`src/rtl/gcwp_pkg.sv`:
```
// ----------------------------------------------------------------------------
// gcwp_pkg
// Shared types and constants for the G/C window profiler.
// ----------------------------------------------------------------------------
`default_nettype none

package gcwp_pkg;

    localparam int POSITION_BITS_DEF = 32;

    localparam int BASE_W  = 8;
    localparam int WIN_W   = 16;
    localparam int IDX_W   = 32;
    localparam int SUM_W   = 32;
    localparam int SQ_W    = 48;
    localparam int OUTPOS_W = 32;

    localparam logic [BASE_W-1:0] BASE_N = 8'h4E;
    localparam logic [BASE_W-1:0] BASE_G = 8'h47;
    localparam logic [BASE_W-1:0] BASE_C = 8'h43;

    localparam logic [SUM_W-1:0] SUM_MAX = {SUM_W{1'b1}};
    localparam logic [SQ_W-1:0]  SQ_MAX  = {SQ_W{1'b1}};

    // Result queue: a beat is processed only while two slots are free, so
    // both results of one base always fit.
    localparam int FIFO_DEPTH = 4;
    localparam int FIFO_PTR_W = $clog2(FIFO_DEPTH);
    localparam int FIFO_CNT_W = $clog2(FIFO_DEPTH + 1);

    typedef enum logic
    {
        KIND_WINDOW = 1'b0,
        KIND_RUN    = 1'b1
    } kind_t;

    typedef struct packed
    {
        kind_t                  kind;
        logic [IDX_W-1:0]       window_index;
        logic [WIN_W-1:0]       window_gc_count;
        logic [SUM_W-1:0]       gc_running_sum;
        logic [SQ_W-1:0]        gc_square_sum;
        logic [OUTPOS_W-1:0]    run_start;
        logic [OUTPOS_W-1:0]    run_end;
        logic                   last_of_run;
    } result_t;

    // Up to two results produced by one base; slot 1 is used only with slot 0.
    typedef struct packed
    {
        logic    valid0;
        logic    valid1;
        result_t res0;
        result_t res1;
    } res_push_t;

endpackage

`default_nettype wire

```
`src/rtl/gcwp_core.sv`:
```
// ----------------------------------------------------------------------------
// gcwp_core
// Sequence state and per-base result formation.
// ----------------------------------------------------------------------------
`default_nettype none

module gcwp_core #(
    parameter int POSITION_BITS = gcwp_pkg::POSITION_BITS_DEF
) (
    input  wire logic                          clk,
    input  wire logic                          rst_n,
    input  wire logic                          fire,
    input  wire logic [gcwp_pkg::BASE_W-1:0]   base,
    input  wire logic                          end_of_sequence,
    input  wire logic [gcwp_pkg::WIN_W-1:0]    window_length,
    output gcwp_pkg::res_push_t                push
);

    logic [POSITION_BITS-1:0]          position_reg, position_next;
    logic [POSITION_BITS-1:0]          run_begin_reg, run_begin_next;
    logic [POSITION_BITS-1:0]          pos_inc;
    logic [POSITION_BITS-1:0]          run_start_pos, run_end_pos;
    logic                              in_run_reg, in_run_next;
    logic [gcwp_pkg::WIN_W-1:0]        bases_reg, bases_next;
    logic [gcwp_pkg::WIN_W-1:0]        gc_reg, gc_next;
    logic [gcwp_pkg::WIN_W-1:0]        bases_inc, gc_inc, wl_eff;
    logic [gcwp_pkg::IDX_W-1:0]        windows_reg, windows_next;
    logic [gcwp_pkg::SUM_W-1:0]        total_reg, total_next, total_sat;
    logic [gcwp_pkg::SQ_W-1:0]         sq_reg, sq_next, sq_sat;
    logic [gcwp_pkg::SUM_W:0]          total_sum;
    logic [2*gcwp_pkg::WIN_W-1:0]      gc_square;
    logic [gcwp_pkg::SQ_W:0]           sq_sum;
    logic                              is_n, is_gc, win_done, run_close;
    gcwp_pkg::result_t                 run_res, win_res;

    assign is_n  = (base == gcwp_pkg::BASE_N);
    assign is_gc = (base == gcwp_pkg::BASE_G) || (base == gcwp_pkg::BASE_C);

    assign pos_inc   = position_reg + {{(POSITION_BITS-1){1'b0}}, 1'b1};
    assign wl_eff    = (window_length == '0) ? 16'd1 : window_length;
    assign bases_inc = bases_reg + 16'd1;
    assign gc_inc    = gc_reg + {15'd0, is_gc};
    assign win_done  = !is_n && (bases_inc == wl_eff);
    assign run_close = is_n ? end_of_sequence : in_run_reg;

    assign total_sum = {1'b0, total_reg} + {17'd0, gc_inc};
    assign total_sat = total_sum[gcwp_pkg::SUM_W] ? gcwp_pkg::SUM_MAX
                                                  : total_sum[gcwp_pkg::SUM_W-1:0];
    assign gc_square = {16'd0, gc_inc} * {16'd0, gc_inc};
    assign sq_sum    = {1'b0, sq_reg} + {17'd0, gc_square};
    assign sq_sat    = sq_sum[gcwp_pkg::SQ_W] ? gcwp_pkg::SQ_MAX
                                              : sq_sum[gcwp_pkg::SQ_W-1:0];

    // A run opened by this very N base starts at the current position.
    assign run_start_pos = (is_n && !in_run_reg) ? position_reg : run_begin_reg;
    assign run_end_pos   = is_n ? pos_inc : position_reg;

    always_comb
    begin
        run_res                 = '0;
        run_res.kind            = gcwp_pkg::KIND_RUN;
        run_res.run_start       = 32'(run_start_pos);
        run_res.run_end         = 32'(run_end_pos);

        win_res                 = '0;
        win_res.kind            = gcwp_pkg::KIND_WINDOW;
        win_res.window_index    = windows_reg;
        win_res.window_gc_count = gc_inc;
        win_res.gc_running_sum  = total_sat;
        win_res.gc_square_sum   = sq_sat;
        win_res.last_of_run     = 1'b1;

        push.valid0           = fire && (run_close || win_done);
        push.valid1           = fire && run_close && win_done;
        push.res0             = run_close ? run_res : win_res;
        push.res0.last_of_run = !(run_close && win_done);
        push.res1             = win_res;
    end

    always_comb
    begin
        position_next  = position_reg;
        run_begin_next = run_begin_reg;
        in_run_next    = in_run_reg;
        bases_next     = bases_reg;
        gc_next        = gc_reg;
        windows_next   = windows_reg;
        total_next     = total_reg;
        sq_next        = sq_reg;
        if (fire)
        begin
            if (end_of_sequence)
            begin
                position_next  = '0;
                run_begin_next = '0;
                in_run_next    = 1'b0;
                bases_next     = '0;
                gc_next        = '0;
                windows_next   = '0;
                total_next     = '0;
                sq_next        = '0;
            end
            else if (is_n)
            begin
                in_run_next    = 1'b1;
                run_begin_next = run_start_pos;
                position_next  = pos_inc;
            end
            else
            begin
                in_run_next   = 1'b0;
                position_next = pos_inc;
                if (win_done)
                begin
                    bases_next   = '0;
                    gc_next      = '0;
                    windows_next = windows_reg + 32'd1;
                    total_next   = total_sat;
                    sq_next      = sq_sat;
                end
                else
                begin
                    bases_next = bases_inc;
                    gc_next    = gc_inc;
                end
            end
        end
    end

    always_ff @(posedge clk or negedge rst_n)
    begin
        if (!rst_n)
        begin
            position_reg  <= '0;
            run_begin_reg <= '0;
            in_run_reg    <= 1'b0;
            bases_reg     <= '0;
            gc_reg        <= '0;
            windows_reg   <= '0;
            total_reg     <= '0;
            sq_reg        <= '0;
        end
        else
        begin
            position_reg  <= position_next;
            run_begin_reg <= run_begin_next;
            in_run_reg    <= in_run_next;
            bases_reg     <= bases_next;
            gc_reg        <= gc_next;
            windows_reg   <= windows_next;
            total_reg     <= total_next;
            sq_reg        <= sq_next;
        end
    end

endmodule

`default_nettype wire

```
`src/rtl/gcwp_out_fifo.sv`:
```
// ----------------------------------------------------------------------------
// gcwp_out_fifo
// Small result queue: up to two pushes and one pop per cycle.
// ----------------------------------------------------------------------------
`default_nettype none

module gcwp_out_fifo (
    input  wire logic                 clk,
    input  wire logic                 rst_n,
    input  wire gcwp_pkg::res_push_t  push,
    input  wire logic                 out_ready,
    output logic                      out_valid,
    output gcwp_pkg::result_t         out_res,
    output logic                      room
);

    localparam int DEPTH = gcwp_pkg::FIFO_DEPTH;
    localparam int PTR_W = gcwp_pkg::FIFO_PTR_W;
    localparam int CNT_W = gcwp_pkg::FIFO_CNT_W;

    gcwp_pkg::result_t  mem [DEPTH];
    logic [PTR_W-1:0]   wr_ptr_reg, wr_ptr_next, wr_ptr_plus1;
    logic [PTR_W-1:0]   rd_ptr_reg, rd_ptr_next;
    logic [CNT_W-1:0]   count_reg, count_next;
    logic [1:0]         n_push;
    logic               pop;

    assign out_valid    = (count_reg != '0);
    assign out_res      = mem[rd_ptr_reg];
    assign pop          = out_valid && out_ready;
    assign room         = (count_reg <= CNT_W'(DEPTH - 2));
    assign n_push       = {1'b0, push.valid0} + {1'b0, push.valid1};
    assign wr_ptr_plus1 = wr_ptr_reg + {{(PTR_W-1){1'b0}}, 1'b1};
    assign wr_ptr_next  = wr_ptr_reg + PTR_W'(n_push);
    assign rd_ptr_next  = rd_ptr_reg + {{(PTR_W-1){1'b0}}, pop};
    assign count_next   = count_reg + CNT_W'(n_push) - {{(CNT_W-1){1'b0}}, pop};

    always_ff @(posedge clk)
    begin
        if (push.valid0)
        begin
            mem[wr_ptr_reg] <= push.res0;
        end
        if (push.valid1)
        begin
            mem[wr_ptr_plus1] <= push.res1;
        end
    end

    always_ff @(posedge clk or negedge rst_n)
    begin
        if (!rst_n)
        begin
            wr_ptr_reg <= '0;
            rd_ptr_reg <= '0;
            count_reg  <= '0;
        end
        else
        begin
            wr_ptr_reg <= wr_ptr_next;
            rd_ptr_reg <= rd_ptr_next;
            count_reg  <= count_next;
        end
    end

`ifndef SYNTHESIS
    a_count_bound: assert property (@(posedge clk) disable iff (!rst_n)
        count_reg <= CNT_W'(DEPTH))
        else $error("result queue count above depth");

    a_slot_order: assert property (@(posedge clk) disable iff (!rst_n)
        push.valid1 |-> push.valid0)
        else $error("second result pushed without first");

    a_push_room: assert property (@(posedge clk) disable iff (!rst_n)
        push.valid0 |-> (count_reg <= CNT_W'(DEPTH - 2)))
        else $error("result pushed without room for two");

    a_stall_holds: assert property (@(posedge clk) disable iff (!rst_n)
        (out_valid && !out_ready) |=> out_valid)
        else $error("pending result lost during stall");
`endif

endmodule

`default_nettype wire

```
`src/rtl/gc_window_profiler_unit.sv`:
```
// ----------------------------------------------------------------------------
// gc_window_profiler_unit
// Streaming G/C window profiler with N-run reporting.
// ----------------------------------------------------------------------------
// Usage: send one ASCII base per beat on s_axis (tdata = base, tlast = last
// base of the sequence). Non-N bases fill windows of window_length bases;
// each full window yields a window result (tuser = 0) with its G/C count and
// saturating running sums of counts and squared counts. A maximal run of N
// bases yields a run result (tuser = 1) with start and end positions when a
// non-N base closes it or the sequence ends. m_axis tlast marks the last
// result caused by one base; a base yields zero, one or two results.
// Flow: a beat is held in an input register and processed once the result
// queue has room for two results; its results pass through the queue to
// m_axis, a second result after the first.
// Throughput is one base per cycle while m_axis does not stall and each base
// yields at most one result; bases yielding two results can fill the
// four-entry result queue, whose output is single-beat.
// Reset clears all sequence state and sets window_length to 1 (0 acts as 1).
// When m_axis stalls, results wait in the queue; s_axis_tready drops once the
// queue cannot take two more results, so nothing is lost.
// Write window_length only while the block is idle.
// ----------------------------------------------------------------------------
`default_nettype none

module gc_window_profiler_unit #(
    parameter int POSITION_BITS = gcwp_pkg::POSITION_BITS_DEF
) (
    input  wire logic           clk,
    input  wire logic           rst_n,
    // Configuration
    input  wire logic           window_length_we,
    input  wire logic [15:0]    window_length_wdata,
    // Input beats
    input  wire logic           s_axis_tvalid,
    output logic                s_axis_tready,
    input  wire logic [7:0]     s_axis_tdata,   // [7:0] base
    input  wire logic           s_axis_tlast,   // end_of_sequence
    // Result beats
    output logic                m_axis_tvalid,
    input  wire logic           m_axis_tready,
    // [31:0] window_index, [47:32] window_gc_count, [79:48] gc_running_sum,
    // [127:80] gc_square_sum, [159:128] run_start, [191:160] run_end
    output logic [191:0]        m_axis_tdata,
    output logic                m_axis_tuser,   // [0] kind
    output logic                m_axis_tlast    // last_of_run
);

    logic [gcwp_pkg::WIN_W-1:0]   window_length_reg;
    logic                         in_valid_reg, in_valid_next;
    logic [gcwp_pkg::BASE_W-1:0]  in_base_reg;
    logic                         in_eos_reg;
    logic                         s_accept, fire, room;
    gcwp_pkg::res_push_t          push;
    gcwp_pkg::result_t            out_res;

    // Process the held beat only when the queue can absorb two results.
    assign fire          = in_valid_reg && room;
    assign s_axis_tready = !in_valid_reg || fire;
    assign s_accept      = s_axis_tvalid && s_axis_tready;
    assign in_valid_next = s_accept ? 1'b1 : (fire ? 1'b0 : in_valid_reg);

    always_ff @(posedge clk or negedge rst_n)
    begin
        if (!rst_n)
        begin
            window_length_reg <= 16'd1;
            in_valid_reg      <= 1'b0;
        end
        else
        begin
            if (window_length_we)
            begin
                window_length_reg <= window_length_wdata;
            end
            in_valid_reg <= in_valid_next;
        end
    end

    // Hold the input payload; it only loads on an accepted beat.
    always_ff @(posedge clk)
    begin
        if (s_accept)
        begin
            in_base_reg <= s_axis_tdata;
            in_eos_reg  <= s_axis_tlast;
        end
    end

    gcwp_core #(
        .POSITION_BITS (POSITION_BITS)
    ) u_core (
        .clk             (clk),
        .rst_n           (rst_n),
        .fire            (fire),
        .base            (in_base_reg),
        .end_of_sequence (in_eos_reg),
        .window_length   (window_length_reg),
        .push            (push)
    );

    gcwp_out_fifo u_out_fifo (
        .clk       (clk),
        .rst_n     (rst_n),
        .push      (push),
        .out_ready (m_axis_tready),
        .out_valid (m_axis_tvalid),
        .out_res   (out_res),
        .room      (room)
    );

    assign m_axis_tdata = {out_res.run_end, out_res.run_start, out_res.gc_square_sum,
                           out_res.gc_running_sum, out_res.window_gc_count,
                           out_res.window_index};
    assign m_axis_tuser = out_res.kind;
    assign m_axis_tlast = out_res.last_of_run;

endmodule

`default_nettype wire
```
`config.mk`:
```
export PLATFORM = sky130hd
export DESIGN_NAME = gc_window_profiler_unit
export DESIGN_NICKNAME = d
export VERILOG_FILES = /design/src/rtl/gcwp_pkg.sv /design/src/rtl/gcwp_core.sv /design/src/rtl/gcwp_out_fifo.sv /design/src/rtl/gc_window_profiler_unit.sv
export SDC_FILE = /design/constraint.sdc
export NUM_CORES = 2
export LEC_CHECK = 0
export BUFFER_PORTS_ARGS = -buffer_cell sky130_fd_sc_hd__clkbuf_2
export CAP_MARGIN = 20
export CORE_ASPECT_RATIO = 0.7
export CORE_MARGIN = 2
export CORE_UTILIZATION = 30
export CTS_CLUSTER_SIZE = 28
export DETAILED_ROUTE_END_ITERATION = 10
export PLACE_DENSITY = 0.42
export SYNTH_ARGS = -nofsm -noshare
export SYNTH_HDL_FRONTEND = slang
export SYNTH_SLANG_ARGS = --single-unit
export TNS_END_PERCENT = 100
```
`constraint.sdc`:
```
create_clock -name clk -period 11.4 [get_ports clk]
set_clock_uncertainty 0.2 [all_clocks]
set_input_delay 0.57 -clock clk [delete_from_list [all_inputs] [get_ports clk]]
set_output_delay 0.57 -clock clk [all_outputs]
set_load 0.01 [all_outputs]
```
# After elaboration in Yosys (flattened, before gate mapping)
# Memory sizes are Yosys's and may differ from the RTL's.
# Cells that the tools add are included.
[totals] ff_bits=242 ramBits=776 inputBits=30 out_inout_bits=196 wordCells=92 memories=1
[classes] addsub=12 n_mul=1 order_cmp=1 n_eq_ne=5 mux=33 reduce_logical=24
[memory_table] name="u_out_fifo.mem" words=4 word_bits=194 rd=1 rd_ports_with_merged_regs=0 write_ports=2 line_no="gcwp_out_fifo.sv:21" text="gcwp_pkg::result_t mem [DEPTH];"
[ops] operator="two-way mux 32 bit" count=12
[ops] operator="two-way mux 194 bit" count=1
[ops] operator="two-way mux 48 bit" count=4
[ops] operator="two-way mux 16 bit" count=7
[ops] operator="adder 32 x 1 -> 32 bit (second input constant)" count=2
[ops] operator="adder 48 x 32 -> 49 bit" count=1
[ops] operator="adder 32 x 16 -> 33 bit" count=1
[ops] operator="multiplier 16 x 16 -> 32 bit" count=1
[ops] operator="== test 8 x 7 -> 1 bit (second input constant)" count=3
[ops] operator="adder 16 x 1 -> 16 bit" count=1
[ops] operator="adder 16 x 1 -> 16 bit (second input constant)" count=1
[ops] operator="== test 16 bit" count=1
[ops] operator="zero test 16 bit" count=1
[ops] operator="logical AND 1 bit" count=9
[ops] operator="two-way mux 1 bit" count=9
[ops] operator="nonzero test 2 bit" count=3
[ops] operator="zero test 1 bit" count=4
[ops] operator="AND reduction 2 bit" count=2
[ops] operator="adder 3 x 2 -> 3 bit" count=1
[ops] operator="less-or-equal comparator 3 x 2 -> 1 bit (second input constant)" count=1
[ops] operator="logical OR 1 bit" count=3
[ops] operator="AND reduction 3 bit" count=1
[ops] operator="nonzero test 3 bit" count=1
[ops] operator="subtractor 3 x 1 -> 3 bit" count=1
[ops] operator="other kinds (5)" count=5

# Logic depth before layout (Yosys ltp)
[depth] word_depth=9 depth_mapped=37 mapped_depth_nobuf=34

# Modules after synthesis
# From an unflattened synthesis, not the netlist that was laid out.
[unflattened] hier_cells=4874 area_unflattened_um2=61669.1
[modules_own_cells] mod="gcwp_out_fifo" instances=1 cells_each=1915 area_each_um2=37501.0 seq_area_each_um2=23477.5
[modules_own_cells] mod="gcwp_core" instances=1 cells_each=2911 area_each_um2=23197.2 seq_area_each_um2=5230.0
[modules_own_cells] mod="gc_window_profiler_unit" instances=1 cells_each=48 area_each_um2=970.9 seq_area_each_um2=696.9

# Least setup slack after synthesis
# No wires, ideal clock.
[synth_timing] path_type="register to register" start="register in_base_reg[7] (netlist name)" end="memory u_out_fifo.mem[3][101] (netlist name) (data pin)" setup_ns=0.141 arrival_time_ns=8.346 required_time_ns=11.059 path_slack_ns=2.713 stages_incl_launch_ff=37 synth_period_minus_slack_ns=8.687 cell_sequence="edfxtp_1 nand3b_1 nor4_1 ha_1 ha_1 nand3_1 nor2_1 and3_1 and3_1 clkbuf_1 nand3_1 xor2_1 clkbuf_1 nor2_1 ha_1 xnor2_1 fa_1 inv_1 fa_1 inv_1 fa_1 fa_1 inv_1 fa_1 inv_1 ha_1 clkbuf_1 nand4_1 or2_2 a211oi_1 o21ai_0 a31oi_1 o311ai_1 nor2_1 clkbuf_1 nor3_1 nor2_1"
[synth_rtl] item="start, declared" line_no="gc_window_profiler_unit.sv:50" text="logic [gcwp_pkg::BASE_W-1:0] in_base_reg;"
[synth_rtl] item="start signal, assigned" line_no="gc_window_profiler_unit.sv:84" text="in_base_reg <= s_axis_tdata;"
[synth_rtl] item="end, declared" line_no="gcwp_out_fifo.sv:21"

==> impl_results.md <==
* Die width at 506.4 microns
* Vias in the first global route at 37143
* CTS sink count at 1018
* Total grt overflow at 0
* Root buffer cell: clkbuf_16
* HPWL Detailed at 114200 microns
* CP Launch Type: register
* Syn_nets at 4984
* DR iter-0 viols at 3026
* Register area share after synthesis at 0.5049
* Gr usage total at 0.1943
* Max reg flops at 776
* # H-tree levels at 3
* RSZ-0062 raised after global routing: no
* Ports at 226
* CTS buffer count at 111
* Number of setup violations in the final report at 0
* Syn Std Cell Area at 53000 sq um
* CP arrival at 10.99 ns
* CP Data Required Time at 11.65 ns
* Inst Count DP at 6995
* Max-cap viol count at 0
* Via/cell ratio at 5.082
* Power Density at 176.9 nW/um^2
* DRC errors left at 0
* Final Hold Fails at 0
* First-pass GRT wire length at 261000 microns
* Gpl congestion at 0.8496
* Post-synth EDFFs at 521
* Worst-Margin Slew at 1.115 ns
* CTS tree: done
* Worst-skew pair later-pin latency at 0.75 ns
* Synthesis-to-finish area growth at 14.60%
* Input/output buffers at 225
* CP max-delay cell: fa_1
* WL per Instance at 24.24 microns
* Fraction of layout cells with a size suffix above 1 at 0.1557
* Worst setup path class: reg2reg
* Initial Util at 0.3010
* Max VDD drop at 191.0 uV
* Top_reg_cell synth: edfxtp_1
* Clk slew on worst S/H paths at 0.06 ns
* Outcome: complete, no violations
* Post-route ant nets at 0
* Synth Register Bits at 1018
* Hold crit path type: in2reg
* Crit. End Element: register
* Clk buf depth at 3
* Final non-filler cell total at 7234
* Static leakage at 22.94 nW
* Cells after synthesis at 4626
* Final wirelength at 175300 microns
* Full die area at 180100 sq um
* DR pass1 iterations at 5
* Synth warnings at 0
* Initial antenna violation count at 6
* Fraction of synthesis flops using an asynchronous set or reset pin at 0.2289
* Achievable Freq at 93.05 MHz
* # fillers at 17511
* Critical path fanouts, max at 20
* Register area at 26770 sq um
* CP max stage delay at 0.54 ns
* Synth cell types at 76
* Fin. max-slew vios at 0
* Vias at 36765
* Min Tclk post-route at 10.75 ns
* Number of core rows at 129
* Core Area at 176100 sq um
* Largest net degree at the start of global routing at 118
* Final worst-path cycle share at 0.9427
* Die Ht at 355.7 microns
* Nets@finish at 5135
* Slew HR at 0.2561
* Synthesized area per cell at 11.46 sq um
* Setup TNS at 0 ns
* Area of the multi-input gates at 23570 sq um
-- layout by cell type (no fill, tap or decap), types with 113 or more instances in the layout --
cell / n
inv_1: 398
a22o_1: 238
clkbuf_2: 224
xnor2_1: 113
edfxtp_1: 521
o21ai_0: 184
dfxtp_1: 264
dfrtp_1: 230
nand2_1: 363
nor2_1: 614
ha_1: 133
mux4_2: 194
fa_1: 195
a21oi_1: 114
-- timing repair --
action	4_1_cts	5_1_grt
resized for setup	0	1
endpoints found under the setup margin	0	1
hold buffers	27	0
setup buffers	0	0
endpoints found under the hold margin	93	0
-- synthesized netlist by cell type, drive strengths merged (21+ instances only) --
master | number | share of area
a21o | 26 | 0.0037
a21oi | 114 | 0.011
a22o | 238 | 0.039
and2 | 74 | 0.0087
and3 | 82 | 0.0097
buf | 81 | 0.0093
clkbuf | 222 | 0.016
dfrtp | 232 | 0.11
dfxtp | 264 | 0.10
edfxtp | 521 | 0.30
fa | 195 | 0.074
ha | 133 | 0.031
inv | 403 | 0.029
mux4 | 194 | 0.082
nand2 | 366 | 0.026
nand2b | 21 | 0.0025
nand3 | 69 | 0.0066
nand4 | 36 | 0.0042
nor2 | 624 | 0.044
nor3 | 46 | 0.0044
nor4 | 27 | 0.0036
o21ai | 196 | 0.019
o2bb2ai | 59 | 0.0097
o31ai | 30 | 0.0042
xnor2 | 114 | 0.019
xor2 | 41 | 0.0068
-- power by group --
| group | switching, mW | internal, mW |
|---|---|---|
| combinational | 1.73 | 0.908 |
| sequential | 0.203 | 4.18 |
| clock | 1.59 | 2.13 |
-- layer usage --
| metal | track usage | share of wire |
|---|---|---|
| met3 | 0.04389 | 0.068 |
| met5 | 0 | 0.00013 |
| met1 | 0.3010 | 0.50 |
| met2 | 0.2732 | 0.41 |
| met4 | 0.04042 | 0.019 |
-- final cells by class --
class / count / area share
Sequential cell: 1018 / 0.4407
Multi-Input combinational cell: 2895 / 0.3880
Clock buffer: 159 / 0.05257
Tap cell: 2358 / 0.04857
Timing Repair Buffer: 341 / 0.03551
Inverter: 410 / 0.02567
Clock inverter: 51 / 0.008878
Antenna cell: 2 / 0.00008240
-- cell families after synthesis --
logic type,Yosys count,synth area share
flops,1018,0.5049
compound gates,797,0.1060
simple gates,1394,0.1165
mux,221,0.08793
buf+inv,713,0.05401
xor+xnor,155,0.02561
fa+ha+maj,328,0.1050
-- critical path: cells and delay by family, from the launching register on --
kind	cells	cell delay (ns)
AO/OA/AOI/OAI	5	1.73
XOR/XNOR	1	0.42
adder cells (fa/ha/maj)	8	3.60
buffers and inverters	9	1.52
flip-flops	1	0.34
AND/OR/NAND/NOR	11	2.60
-- path summary, 6_finish.rpt --
check,start,to,slack [ns],depth (start not counted)
setup / recovery,in_base_reg[7],u_out_fifo.mem[0][81],0.65,34
hold / removal,m_axis_tready,u_out_fifo.rd_ptr_reg[0],0.12,3
setup reg to reg,in_base_reg[7],u_out_fifo.mem[0][81],0.65,34
hold reg to reg,u_out_fifo.mem[3][193],u_out_fifo.mem[3][193],0.25,2
max in group asynchronous,rst_n,u_core.sq_reg[16],8.35,4
min in group asynchronous,rst_n,u_core.windows_reg[19],0.22,2
-- through the flow --
| step | hold slack [ns] | power [mW] | instance area, sq um | setup WS (ns) | utilization |
|---|---|---|---|---|---|
| global route | 0.09882 | 11.22 | 60740 | 0.08246 | 0.3449 |
| detailed placement | 0.2350 | 7.158 | 56730 | 0.7773 | 0.3222 |
| global placement | 0.2337 | 7.155 | 56700 | 0.9246 | 0.3220 |
| CTS | 0.05599 | 10.94 | 60730 | 0.7107 | 0.3449 |
| finish | 0.1153 | 10.75 | 60740 | 0.6528 | 0.3449 |
| floorplan | 0.07441 | 5.942 | 53000 | 2.713 | - |
(Power assumes the default switching activity.)
